## src/hw/rtl/lsfp_pkg.sv

```systemverilog
// lsfp_pkg.sv: shared types, codes and color tables of the spectrum frame painter
`timescale 1ns / 1ps

package lsfp_pkg;

  localparam int BANDS = 7;

  // display_mode register codes
  localparam logic [2:0] MODE_OFF        = 3'd0;
  localparam logic [2:0] MODE_RB_VIOLET  = 3'd1;
  localparam logic [2:0] MODE_RB_RED     = 3'd2;
  localparam logic [2:0] MODE_LEVEL_BAR  = 3'd3;
  localparam logic [2:0] MODE_CENTRE_BAR = 3'd4;

  typedef enum logic [2:0] {
    JOB_DARK,
    JOB_RB_VIOLET,
    JOB_RB_RED,
    JOB_LEVEL_BAR,
    JOB_CENTRE_BAR
  } job_kind_t;

  typedef struct packed {
    job_kind_t             kind;
    logic [BANDS-1:0][7:0] amp;
    logic [6:0]            level;
  } lsfp_job_t;

  typedef struct packed {
    logic [7:0] hue;
    logic [7:0] sat;
    logic [7:0] val;
  } hsv_t;

  // floor(x / 255) for x up to 255 * 255
  function automatic logic [7:0] div255(input logic [15:0] x);
    logic [16:0] t;
    t = 17'(x) + 17'(x[15:8]) + 17'd1;
    return t[15:8];
  endfunction

  function automatic hsv_t rb_violet(input logic [2:0] b);
    hsv_t c;
    case (b)
      3'd0:    c = '{hue: 8'd210, sat: 8'd200, val: 8'd230};
      3'd1:    c = '{hue: 8'd170, sat: 8'd255, val: 8'd255};
      3'd2:    c = '{hue: 8'd130, sat: 8'd200, val: 8'd230};
      3'd3:    c = '{hue: 8'd85,  sat: 8'd255, val: 8'd255};
      3'd4:    c = '{hue: 8'd43,  sat: 8'd210, val: 8'd255};
      3'd5:    c = '{hue: 8'd28,  sat: 8'd255, val: 8'd255};
      default: c = '{hue: 8'd0,   sat: 8'd255, val: 8'd255};
    endcase
    return c;
  endfunction

  function automatic hsv_t rb_red(input logic [2:0] b);
    hsv_t c;
    case (b)
      3'd0:    c = '{hue: 8'd0,   sat: 8'd255, val: 8'd255};
      3'd1:    c = '{hue: 8'd28,  sat: 8'd255, val: 8'd255};
      3'd2:    c = '{hue: 8'd43,  sat: 8'd210, val: 8'd255};
      3'd3:    c = '{hue: 8'd85,  sat: 8'd255, val: 8'd215};
      3'd4:    c = '{hue: 8'd130, sat: 8'd200, val: 8'd230};
      3'd5:    c = '{hue: 8'd170, sat: 8'd255, val: 8'd255};
      default: c = '{hue: 8'd210, sat: 8'd200, val: 8'd230};
    endcase
    return c;
  endfunction

  // green-yellow-red gradient, hue wraps modulo 256
  function automatic logic [7:0] bar_hue(
    input logic [5:0] k,
    input logic [5:0] g,
    input logic [5:0] y,
    input logic [5:0] cg,
    input logic [4:0] cy,
    input logic [6:0] cr
  );
    logic [12:0] t;
    logic [7:0]  h;
    if (k < g) begin
      t = 13'(cg) * 13'(k);
      h = 8'(13'd85 - t);
    end else if (7'(k) < 7'(g) + 7'(y)) begin
      t = 13'(cy) * (13'(k) - 13'(g));
      h = 8'(13'd50 - t);
    end else begin
      t = 13'(cr) * (13'(k) - 13'(g) - 13'(y) + 13'd1);
      h = 8'(13'd28 - t);
    end
    return h;
  endfunction

endpackage

```

## src/hw/rtl/lsfp_if.sv

```systemverilog
// lsfp_if.sv: valid/ready channel interfaces for frames and LED colors
`timescale 1ns / 1ps

interface lsfp_frame_if;
  logic       valid;
  logic       ready;
  logic [7:0] band0_level;
  logic [7:0] band1_level;
  logic [7:0] band2_level;
  logic [7:0] band3_level;
  logic [7:0] band4_level;
  logic [7:0] band5_level;
  logic [7:0] band6_level;

  modport source (
    output valid, band0_level, band1_level, band2_level, band3_level,
           band4_level, band5_level, band6_level,
    input  ready
  );
  modport sink (
    input  valid, band0_level, band1_level, band2_level, band3_level,
           band4_level, band5_level, band6_level,
    output ready
  );
endinterface

interface lsfp_pixel_if;
  logic       valid;
  logic       ready;
  logic [5:0] led_index;
  logic [7:0] hue;
  logic [7:0] saturation;
  logic [7:0] brightness;
  logic       last_led;

  modport source (
    output valid, led_index, hue, saturation, brightness, last_led,
    input  ready
  );
  modport sink (
    input  valid, led_index, hue, saturation, brightness, last_led,
    output ready
  );
endinterface

```

## src/hw/rtl/lsfp_front.sv

```systemverilog
// lsfp_front.sv: frame intake, mode register, peak search and bar level
`timescale 1ns / 1ps

module lsfp_front #(
  parameter int LED_COUNT = 30
) (
  input  logic              clk,
  input  logic              rst,
  lsfp_frame_if.sink        frame,
  input  logic              cfg_we,
  input  logic [2:0]        cfg_wdata,
  output logic              push_valid,
  input  logic              push_ready,
  output lsfp_pkg::lsfp_job_t push_data
);
  import lsfp_pkg::*;

  localparam int LEN_FULL = LED_COUNT;
  localparam int LEN_HALF = LED_COUNT / 2;

  logic [2:0]            display_mode;
  logic                  full;
  job_kind_t             kind;
  logic [BANDS-1:0][7:0] amp;
  logic [7:0]            peak;

  logic [BANDS-1:0][7:0] amp_in;
  logic [7:0]            peak_in;
  job_kind_t             kind_in;
  logic [6:0]            len;
  logic [14:0]           scaled;
  logic [16:0]           lvl_t;

  assign amp_in = {frame.band6_level, frame.band5_level, frame.band4_level,
                   frame.band3_level, frame.band2_level, frame.band1_level,
                   frame.band0_level};

  always_comb begin
    peak_in = amp_in[0];
    for (int b = 1; b < BANDS; b++) begin
      if (amp_in[b] > peak_in) peak_in = amp_in[b];
    end
  end

  always_comb begin
    case (display_mode)
      MODE_RB_VIOLET:  kind_in = JOB_RB_VIOLET;
      MODE_RB_RED:     kind_in = JOB_RB_RED;
      MODE_LEVEL_BAR:  kind_in = JOB_LEVEL_BAR;
      MODE_CENTRE_BAR: kind_in = JOB_CENTRE_BAR;
      default:         kind_in = JOB_DARK;
    endcase
  end

  assign frame.ready = !full || push_ready;

  always_ff @(posedge clk) begin
    if (rst) begin
      display_mode <= MODE_OFF;
      full         <= 1'b0;
    end else begin
      if (cfg_we) display_mode <= cfg_wdata;
      if (frame.valid && frame.ready) full <= 1'b1;
      else if (push_ready)            full <= 1'b0;
    end
    if (frame.valid && frame.ready) begin
      kind <= kind_in;
      amp  <= amp_in;
      peak <= peak_in;
    end
  end

  // level = floor(peak * len / 255)
  assign len    = (kind == JOB_CENTRE_BAR) ? 7'(LEN_HALF) : 7'(LEN_FULL);
  assign scaled = 15'(peak) * 15'(len);
  assign lvl_t  = 17'(scaled) + 17'(scaled[14:8]) + 17'd1;

  assign push_valid      = full;
  assign push_data.kind  = kind;
  assign push_data.amp   = amp;
  assign push_data.level = lvl_t[14:8];

endmodule

```

## src/hw/rtl/lsfp_queue.sv

```systemverilog
// lsfp_queue.sv: two-entry job queue between intake and painter
`timescale 1ns / 1ps

module lsfp_queue (
  input  logic                clk,
  input  logic                rst,
  input  logic                push_valid,
  output logic                push_ready,
  input  lsfp_pkg::lsfp_job_t push_data,
  output logic                pop_valid,
  input  logic                pop_ready,
  output lsfp_pkg::lsfp_job_t pop_data
);
  import lsfp_pkg::*;

  lsfp_job_t  mem [2];
  logic       wr_ptr;
  logic       rd_ptr;
  logic [1:0] count;
  logic       do_push;
  logic       do_pop;

  assign push_ready = (count != 2'd2);
  assign pop_valid  = (count != 2'd0);
  assign pop_data   = mem[rd_ptr];
  assign do_push    = push_valid && push_ready;
  assign do_pop     = pop_valid && pop_ready;

  always_ff @(posedge clk) begin
    if (rst) begin
      wr_ptr <= 1'b0;
      rd_ptr <= 1'b0;
      count  <= 2'd0;
    end else begin
      if (do_push) wr_ptr <= !wr_ptr;
      if (do_pop)  rd_ptr <= !rd_ptr;
      unique case ({do_push, do_pop})
        2'b10:   count <= count + 2'd1;
        2'b01:   count <= count - 2'd1;
        default: count <= count;
      endcase
    end
    if (do_push) mem[wr_ptr] <= push_data;
  end

endmodule

```

## src/hw/rtl/lsfp_back.sv

```systemverilog
// lsfp_back.sv: per-LED color sequencer with two-stage output pipeline
`timescale 1ns / 1ps

module lsfp_back #(
  parameter int LED_COUNT = 30
) (
  input  logic                clk,
  input  logic                rst,
  input  logic                job_valid,
  output logic                job_ready,
  input  lsfp_pkg::lsfp_job_t job_data,
  lsfp_pixel_if.source        pixel
);
  import lsfp_pkg::*;

  localparam int G_RB   = LED_COUNT / 7;
  localparam int REM_RB = LED_COUNT - 7 * G_RB;
  localparam int FIRST  = G_RB + REM_RB - 1;

  localparam int L_F  = LED_COUNT;
  localparam int G_F  = L_F / 4;
  localparam int Y_F  = (3 * L_F) / 5;
  localparam int R_F  = L_F - G_F - Y_F;
  localparam int CG_F = 35 / ((G_F == 0) ? 1 : G_F);
  localparam int CY_F = 21 / ((Y_F == 0) ? 1 : Y_F);
  localparam int CR_F = 85 / ((R_F == 0) ? 1 : 3 * R_F);

  localparam int L_H  = LED_COUNT / 2;
  localparam int G_H  = L_H / 4;
  localparam int Y_H  = (3 * L_H) / 5;
  localparam int R_H  = L_H - G_H - Y_H;
  localparam int CG_H = 35 / ((G_H == 0) ? 1 : G_H);
  localparam int CY_H = 21 / ((Y_H == 0) ? 1 : Y_H);
  localparam int CR_H = 85 / ((R_H == 0) ? 1 : 3 * R_H);

  localparam logic ODD = 1'(LED_COUNT % 2);

  // sequencer
  logic       busy;
  lsfp_job_t  job;
  logic [5:0] idx;
  logic [2:0] band;
  logic [5:0] band_cnt;
  logic       idx_last;
  logic       adv;
  logic       issue;

  // stage 1
  logic        s1_valid;
  logic [5:0]  s1_idx;
  logic        s1_last;
  logic [7:0]  s1_hue;
  logic [7:0]  s1_sat;
  logic [15:0] s1_prod;
  logic        s1_scale;

  // output register
  logic       ov;
  logic [5:0] o_idx;
  logic [7:0] o_hue;
  logic [7:0] o_sat;
  logic [7:0] o_val;
  logic       o_last;

  // per-LED color
  hsv_t        rb;
  logic [7:0]  amp_sel;
  logic [5:0]  half;
  logic        mid;
  logic [5:0]  kc;
  logic [7:0]  hue_c;
  logic [7:0]  sat_c;
  logic [15:0] prod_c;
  logic        scale_c;

  assign idx_last  = (idx == 6'(LED_COUNT - 1));
  assign adv       = !ov || pixel.ready;
  assign issue     = busy && adv;
  assign job_ready = !busy || (adv && idx_last);

  assign rb      = (job.kind == JOB_RB_VIOLET) ? rb_violet(band) : rb_red(band);
  assign amp_sel = job.amp[band];
  assign half    = 6'(L_H);
  assign mid     = ODD && (idx == half);
  assign kc      = (idx < half) ? (half - 6'd1 - idx) : (idx - half - 6'(ODD));

  always_comb begin
    hue_c   = 8'd0;
    sat_c   = 8'd0;
    prod_c  = 16'd0;
    scale_c = 1'b0;
    unique case (job.kind)
      JOB_RB_VIOLET, JOB_RB_RED: begin
        hue_c   = rb.hue;
        sat_c   = rb.sat;
        prod_c  = 16'(amp_sel) * 16'(rb.val);
        scale_c = 1'b1;
      end
      JOB_LEVEL_BAR: begin
        hue_c  = bar_hue(idx, 6'(G_F), 6'(Y_F), 6'(CG_F), 5'(CY_F), 7'(CR_F));
        sat_c  = 8'd255;
        prod_c = ({1'b0, idx} < job.level) ? 16'd255 : 16'd0;
      end
      JOB_CENTRE_BAR: begin
        sat_c = 8'd255;
        if (mid) begin
          hue_c  = 8'd85;
          prod_c = (job.level != 7'd0) ? 16'd255 : 16'd0;
        end else begin
          hue_c  = bar_hue(kc, 6'(G_H), 6'(Y_H), 6'(CG_H), 5'(CY_H), 7'(CR_H));
          prod_c = ({1'b0, kc} < job.level) ? 16'd255 : 16'd0;
        end
      end
      default: begin
        hue_c = 8'd0;
      end
    endcase
  end

  always_ff @(posedge clk) begin
    if (rst) begin
      busy     <= 1'b0;
      s1_valid <= 1'b0;
      ov       <= 1'b0;
    end else begin
      if (job_valid && job_ready) begin
        busy <= 1'b1;
      end else if (issue && idx_last) begin
        busy <= 1'b0;
      end
      if (adv) begin
        s1_valid <= issue;
        ov       <= s1_valid;
      end
    end

    if (job_valid && job_ready) begin
      job      <= job_data;
      idx      <= 6'd0;
      band     <= 3'd0;
      band_cnt <= 6'(FIRST);
    end else if (issue) begin
      idx <= idx + 6'd1;
      if (band_cnt == 6'd0) begin
        band_cnt <= 6'(G_RB - 1);
        if (band != 3'd6) band <= band + 3'd1;
      end else begin
        band_cnt <= band_cnt - 6'd1;
      end
    end

    if (adv) begin
      s1_idx   <= idx;
      s1_last  <= idx_last;
      s1_hue   <= hue_c;
      s1_sat   <= sat_c;
      s1_prod  <= prod_c;
      s1_scale <= scale_c;
      o_idx    <= s1_idx;
      o_last   <= s1_last;
      o_hue    <= s1_hue;
      o_sat    <= s1_sat;
      o_val    <= s1_scale ? div255(s1_prod) : s1_prod[7:0];
    end
  end

  assign pixel.valid      = ov;
  assign pixel.led_index  = o_idx;
  assign pixel.hue        = o_hue;
  assign pixel.saturation = o_sat;
  assign pixel.brightness = o_val;
  assign pixel.last_led   = o_last;

endmodule

```

## src/hw/rtl/led_spectrum_frame_painter_core.sv

```systemverilog
// led_spectrum_frame_painter_core.sv: top level of the LED spectrum frame painter
`timescale 1ns / 1ps

// frame channel: one transfer carries seven 8-bit band amplitudes
// pixel channel: LED_COUNT transfers per frame, one HSV color per LED,
//   LED 0 first, last_led set on LED LED_COUNT-1
// cfg_we/cfg_wdata: write display_mode (0 off, 1 and 2 rainbow bands,
//   3 level bar, 4 centre bar, 5 to 7 off); write only while idle
// throughput: one LED color per cycle while the pixel output is not stalled;
//   frames stream back to back through the painter sequencer
// the first color of a frame passes the intake register, job queue,
//   color stage and output register
// the intake register and a two-entry job queue let up to three frames be
//   taken while the painter is busy
// pixel stall: the whole painter pipeline holds, the queue fills, then
//   frame.ready drops
// reset: display_mode goes to off, queue and pipeline empty
module led_spectrum_frame_painter_core #(
  parameter int LED_COUNT = 30
) (
  input  logic         clk,
  input  logic         rst,
  lsfp_frame_if.sink   frame,
  lsfp_pixel_if.source pixel,
  input  logic         cfg_we,
  input  logic [2:0]   cfg_wdata
);
  import lsfp_pkg::*;

  logic      push_valid;
  logic      push_ready;
  lsfp_job_t push_data;
  logic      pop_valid;
  logic      pop_ready;
  lsfp_job_t pop_data;

  lsfp_front #(.LED_COUNT(LED_COUNT)) u_front (
    .clk        (clk),
    .rst        (rst),
    .frame      (frame),
    .cfg_we     (cfg_we),
    .cfg_wdata  (cfg_wdata),
    .push_valid (push_valid),
    .push_ready (push_ready),
    .push_data  (push_data)
  );

  lsfp_queue u_queue (
    .clk        (clk),
    .rst        (rst),
    .push_valid (push_valid),
    .push_ready (push_ready),
    .push_data  (push_data),
    .pop_valid  (pop_valid),
    .pop_ready  (pop_ready),
    .pop_data   (pop_data)
  );

  lsfp_back #(.LED_COUNT(LED_COUNT)) u_back (
    .clk       (clk),
    .rst       (rst),
    .job_valid (pop_valid),
    .job_ready (pop_ready),
    .job_data  (pop_data),
    .pixel     (pixel)
  );

endmodule

```

## src/flat_wrapper.sv

```systemverilog
// flat-port wrapper written by rule: the top's interface ports become plain ports
module led_spectrum_frame_painter_core_flat import lsfp_pkg::*;
#(
  parameter int LED_COUNT = 30
)
  (clk, rst, cfg_we, cfg_wdata, frame_valid, frame_band0_level, frame_band1_level, frame_band2_level, frame_band3_level, frame_band4_level, frame_band5_level, frame_band6_level, frame_ready, pixel_valid, pixel_led_index, pixel_hue, pixel_saturation, pixel_brightness, pixel_last_led, pixel_ready);
  lsfp_frame_if frame_i ();
  lsfp_pixel_if pixel_i ();
  input  logic clk;
  input  logic rst;
  input  logic cfg_we;
  input  logic [2:0] cfg_wdata;
  input wire logic [$bits(frame_i.valid)-1:0] frame_valid;
  input wire logic [$bits(frame_i.band0_level)-1:0] frame_band0_level;
  input wire logic [$bits(frame_i.band1_level)-1:0] frame_band1_level;
  input wire logic [$bits(frame_i.band2_level)-1:0] frame_band2_level;
  input wire logic [$bits(frame_i.band3_level)-1:0] frame_band3_level;
  input wire logic [$bits(frame_i.band4_level)-1:0] frame_band4_level;
  input wire logic [$bits(frame_i.band5_level)-1:0] frame_band5_level;
  input wire logic [$bits(frame_i.band6_level)-1:0] frame_band6_level;
  output wire logic [$bits(frame_i.ready)-1:0] frame_ready;
  output wire logic [$bits(pixel_i.valid)-1:0] pixel_valid;
  output wire logic [$bits(pixel_i.led_index)-1:0] pixel_led_index;
  output wire logic [$bits(pixel_i.hue)-1:0] pixel_hue;
  output wire logic [$bits(pixel_i.saturation)-1:0] pixel_saturation;
  output wire logic [$bits(pixel_i.brightness)-1:0] pixel_brightness;
  output wire logic [$bits(pixel_i.last_led)-1:0] pixel_last_led;
  input wire logic [$bits(pixel_i.ready)-1:0] pixel_ready;
  assign frame_i.valid = frame_valid;
  assign frame_i.band0_level = frame_band0_level;
  assign frame_i.band1_level = frame_band1_level;
  assign frame_i.band2_level = frame_band2_level;
  assign frame_i.band3_level = frame_band3_level;
  assign frame_i.band4_level = frame_band4_level;
  assign frame_i.band5_level = frame_band5_level;
  assign frame_i.band6_level = frame_band6_level;
  assign frame_ready = frame_i.ready;
  assign pixel_valid = pixel_i.valid;
  assign pixel_led_index = pixel_i.led_index;
  assign pixel_hue = pixel_i.hue;
  assign pixel_saturation = pixel_i.saturation;
  assign pixel_brightness = pixel_i.brightness;
  assign pixel_last_led = pixel_i.last_led;
  assign pixel_i.ready = pixel_ready;
  led_spectrum_frame_painter_core #(.LED_COUNT(LED_COUNT)) u_core (.clk(clk), .rst(rst), .frame(frame_i), .pixel(pixel_i), .cfg_we(cfg_we), .cfg_wdata(cfg_wdata));
endmodule
```

## config.mk

```make
export PLATFORM = sky130hd
export DESIGN_NAME = led_spectrum_frame_painter_core_flat
export DESIGN_NICKNAME = d
export VERILOG_FILES = /design/src/hw/rtl/lsfp_pkg.sv /design/src/hw/rtl/lsfp_if.sv /design/src/hw/rtl/lsfp_front.sv /design/src/hw/rtl/lsfp_queue.sv /design/src/hw/rtl/lsfp_back.sv /design/src/hw/rtl/led_spectrum_frame_painter_core.sv /design/src/flat_wrapper.sv
export SDC_FILE = /design/constraint.sdc
export NUM_CORES = 1
export LEC_CHECK = 0
export BUFFER_PORTS_ARGS = -buffer_cell sky130_fd_sc_hd__buf_2
export CORE_MARGIN = 5
export CORE_UTILIZATION = 25
export CTS_BUF_LIST = sky130_fd_sc_hd__clkbuf_2 sky130_fd_sc_hd__clkbuf_4 sky130_fd_sc_hd__clkbuf_8
export CTS_CLUSTER_DIAMETER = 60
export DETAILED_ROUTE_END_ITERATION = 8
export SYNTH_ARGS = -nofsm -noshare
export SYNTH_HDL_FRONTEND = slang
export SYNTH_SLANG_ARGS = --single-unit
export TNS_END_PERCENT = 20
```

## constraint.sdc

```tcl
create_clock -name clk -period 15.4 [get_ports clk]
set_clock_uncertainty 0.1 [all_clocks]
set_input_delay 2.31 -clock clk [delete_from_list [all_inputs] [get_ports clk]]
set_output_delay 2.31 -clock clk [all_outputs]
set_load 0.02 [all_outputs]
```

==> impl_metrics.yaml <==
critical_path:
  crit_type: "input pin to flip-flop"
  worstPathMaxFanout: 14
  cp_slowest_cell: "o21ai_0"
  crit_path_max_incr_delay_ns: 0.82
  cp-start-kind: "input pin"
  crit_arrival_ns: 14.65
  crit_family: "compound AO/OA/AOI/OAI gates"
  crit_top_cell: "ha_1"
  path_buf_inv: 8
  worst_ep_required_time_ns: 15.79
  worstSetupEndpointType: "flip-flop"
global_routing:
  grt_pass1_wl_um: 73320
  track_usage: 0.1014
  grt_overflow: 0
  grt_pass1_vias: 13641
  grt_max_degree: 70
  antenna_found_initial: 1
logic_synthesis:
  synth-seq-area-share: 0.4978
  syn_avg_cell_area_sq_um: 12.31
  synth_edf_count: 325
  synthCells: 1678
  synth_flop_cell: "edfxtp_1"
  synth.distinct_cells: 78
  synth_seq_cells: 351
  yosys.area.top_type_share: 0.4726
  yosys.area.top_type: "edfxtp_1"
  synthesis.area_sq_um: 20650
  syn_nets: 1996
  yosys_warnings: 0
  synthArstFlopShare: 0
  synth_area_leaders: "edfxtp_1 47%, ha_1 11%, fa_1 6.3%"
clock_network:
  cts-root-buf: "clkbuf_8"
  clkLatencyLatePin_ns: 0.67
  cts_sinks: 351
  cts_tree: "yes"
  clockBufferDepth: 3
  cts_setup_buffers: 0
  cts_hold_buf: 0
  htree_num_levels: 2
  clk_pin_slew_ns: 0.06
  cts_buffers: 58
  cts-resized-gates: 0
floorplanning:
  rows: 105
  die_area_sq_um: 88440
  core_sq_um: 81980
  start_util: 0.2519
  die_w_um: 297.4
  pin_count: 97
  chipHeight_um: 297.4
layout:
  ff_latch_area_sq_um: 10280
  drive_above_1_share: 0.1725
  layout_common_cells: "325 x edfxtp_1, 189 x ha_1, 177 x inv_1, 116 x nor2_1, 96 x buf_2"
  area.growth.synth_to_final_pct: 14.16
  nNetsFinal: 2119
  multi_input_area_sq_um: 9480
  layout_commonest_cell: "edfxtp_1"
  nFillCells: 8399
flow_run:
  max_cap_viol_count: 0
place:
  post-place-ws_ns: 0.5698
  port_buffers: 96
  gp_congestion: 0.8840
  post-dp-hpwl_um: 33830
sta:
  fin_crit_ns: 14.26
  rsz0062_at_grt: "false"
  drv_slew: 0
  setup_slack_ns: 1.140
  max_clock_freq_ghz: 0.07013
  worst_pin_slew_ns: 1.126
  tns_ns: 0
  period_share: 0.9260
  slew-limit-headroom: 0.2417
  setup_viol: 0
  final_hold_viol_count: 0
run_status:
  status: "complete, no violations"
routing:
  via_per_inst: 4.413
  drt-total-wl_um: 45450
  vias: 12886
  drcViolationCount: 0
  wl_per_cell_um: 15.57
  ant_nets: 0
  first_iter_violations: 710
  drt_pass1_iterations: 6
min_path:
  hp-class: "flip-flop to flip-flop"
==> through the flow <==
| stage | hold slack, ns | util | instance area, sq um | std cells |
|---|---|---|---|---|
| after floorplan | 0.3003 | - | 20650 | 1678 |
| after global placement | 0.3047 | 0.2730 | 22380 | 2811 |
| after detailed placement | 0.3045 | 0.2730 | 22380 | 2811 |
| after CTS | 0.3177 | 0.2875 | 23570 | 2919 |
| after global routing | 0.3254 | 0.2875 | 23570 | 2920 |
| final | 0.3169 | 0.2875 | 23570 | 2920 |
==> synthesized netlist by cell type (28+ instances only) <==
| cell type | count |
|---|---|
| ha_1 | 189 |
| nand2_1 | 91 |
| xnor2_1 | 57 |
| clkbuf_1 | 41 |
| a21oi_1 | 88 |
| nor2_1 | 117 |
| o21ai_0 | 50 |
| inv_1 | 178 |
| xor2_1 | 35 |
| nor2b_1 | 28 |
| mux2_2 | 77 |
| edfxtp_1 | 325 |
| fa_1 | 65 |
==> area by class of cell <==
type,count,share of cell area
clock buffers,71,0.03801
diodes,1,0.0001062
clock inverters,37,0.01226
repair buffers,112,0.02548
inverters,182,0.02898
flip-flops and latches,351,0.4362
multi-input cells,1096,0.4022
well taps,1070,0.05680
==> worst register-to-register path, delay by kind of cell, from the launching register on <==
family	cells	cell delay, ns
simple gates	6	0.85
xor+xnor	1	0.15
buf+inv	4	0.39
fa+ha+maj	7	2.64
flops	1	0.30
compound gates	12	2.15
==> path summary, 6_finish.rpt <==
kind,from,to,slack [ns],cells after the start
max,frame_band0_level[1],u_core.u_front.peak[7],1.14,55
max reg2reg,u_core.u_back.band[0],u_core.u_back.s1_prod[15],8.57,30
min,u_core.u_back.s1_hue[6],u_core.u_back.pixel.hue[6],0.32,0
min reg2reg,u_core.u_back.s1_hue[6],u_core.u_back.pixel.hue[6],0.32,0
==> flip-flops by register name (all words and copies together), names as in the netlist, 8 cells and up <==
signal and flops:
u_core.u_back.pixel.brightness 8, u_core.u_back.job 65, u_core.u_queue.mem 130, u_core.u_back.pixel.hue 8
u_core.u_back.s1_prod 16, u_core.u_front.push_data 56, u_core.u_back.s1_hue 8, u_core.u_front.peak 8
==> metal layers <==
metal  share of wire  up-vias  track usage
met2            0.49      257       0.1772
met1            0.45     6289       0.1273
met4           0.025        0      0.03320
met3           0.038       87      0.01817
met5               0        -            0
li1                -     6253            -
==> kinds of logic (layout without fill, tap and decap cells) <==
family                   after synthesis  count (layout)  share of synthesized area
multiplexers                         119             119                    0.07150
AND/OR/NAND/NOR                      346             346                    0.07962
buffers and inverters                231             402                    0.04387
flip-flops                           351             351                     0.4978
XOR/XNOR                              92              92                    0.03902
AO/OA/AOI/OAI                        283             283                    0.08962
adder cells (fa/ha/maj)              256             256                     0.1785
other                                  0               1                          0
Power is left out: the tool's default activity adds up to more than one toggle a clock period on the data nets, which glitch-free logic cannot reach.
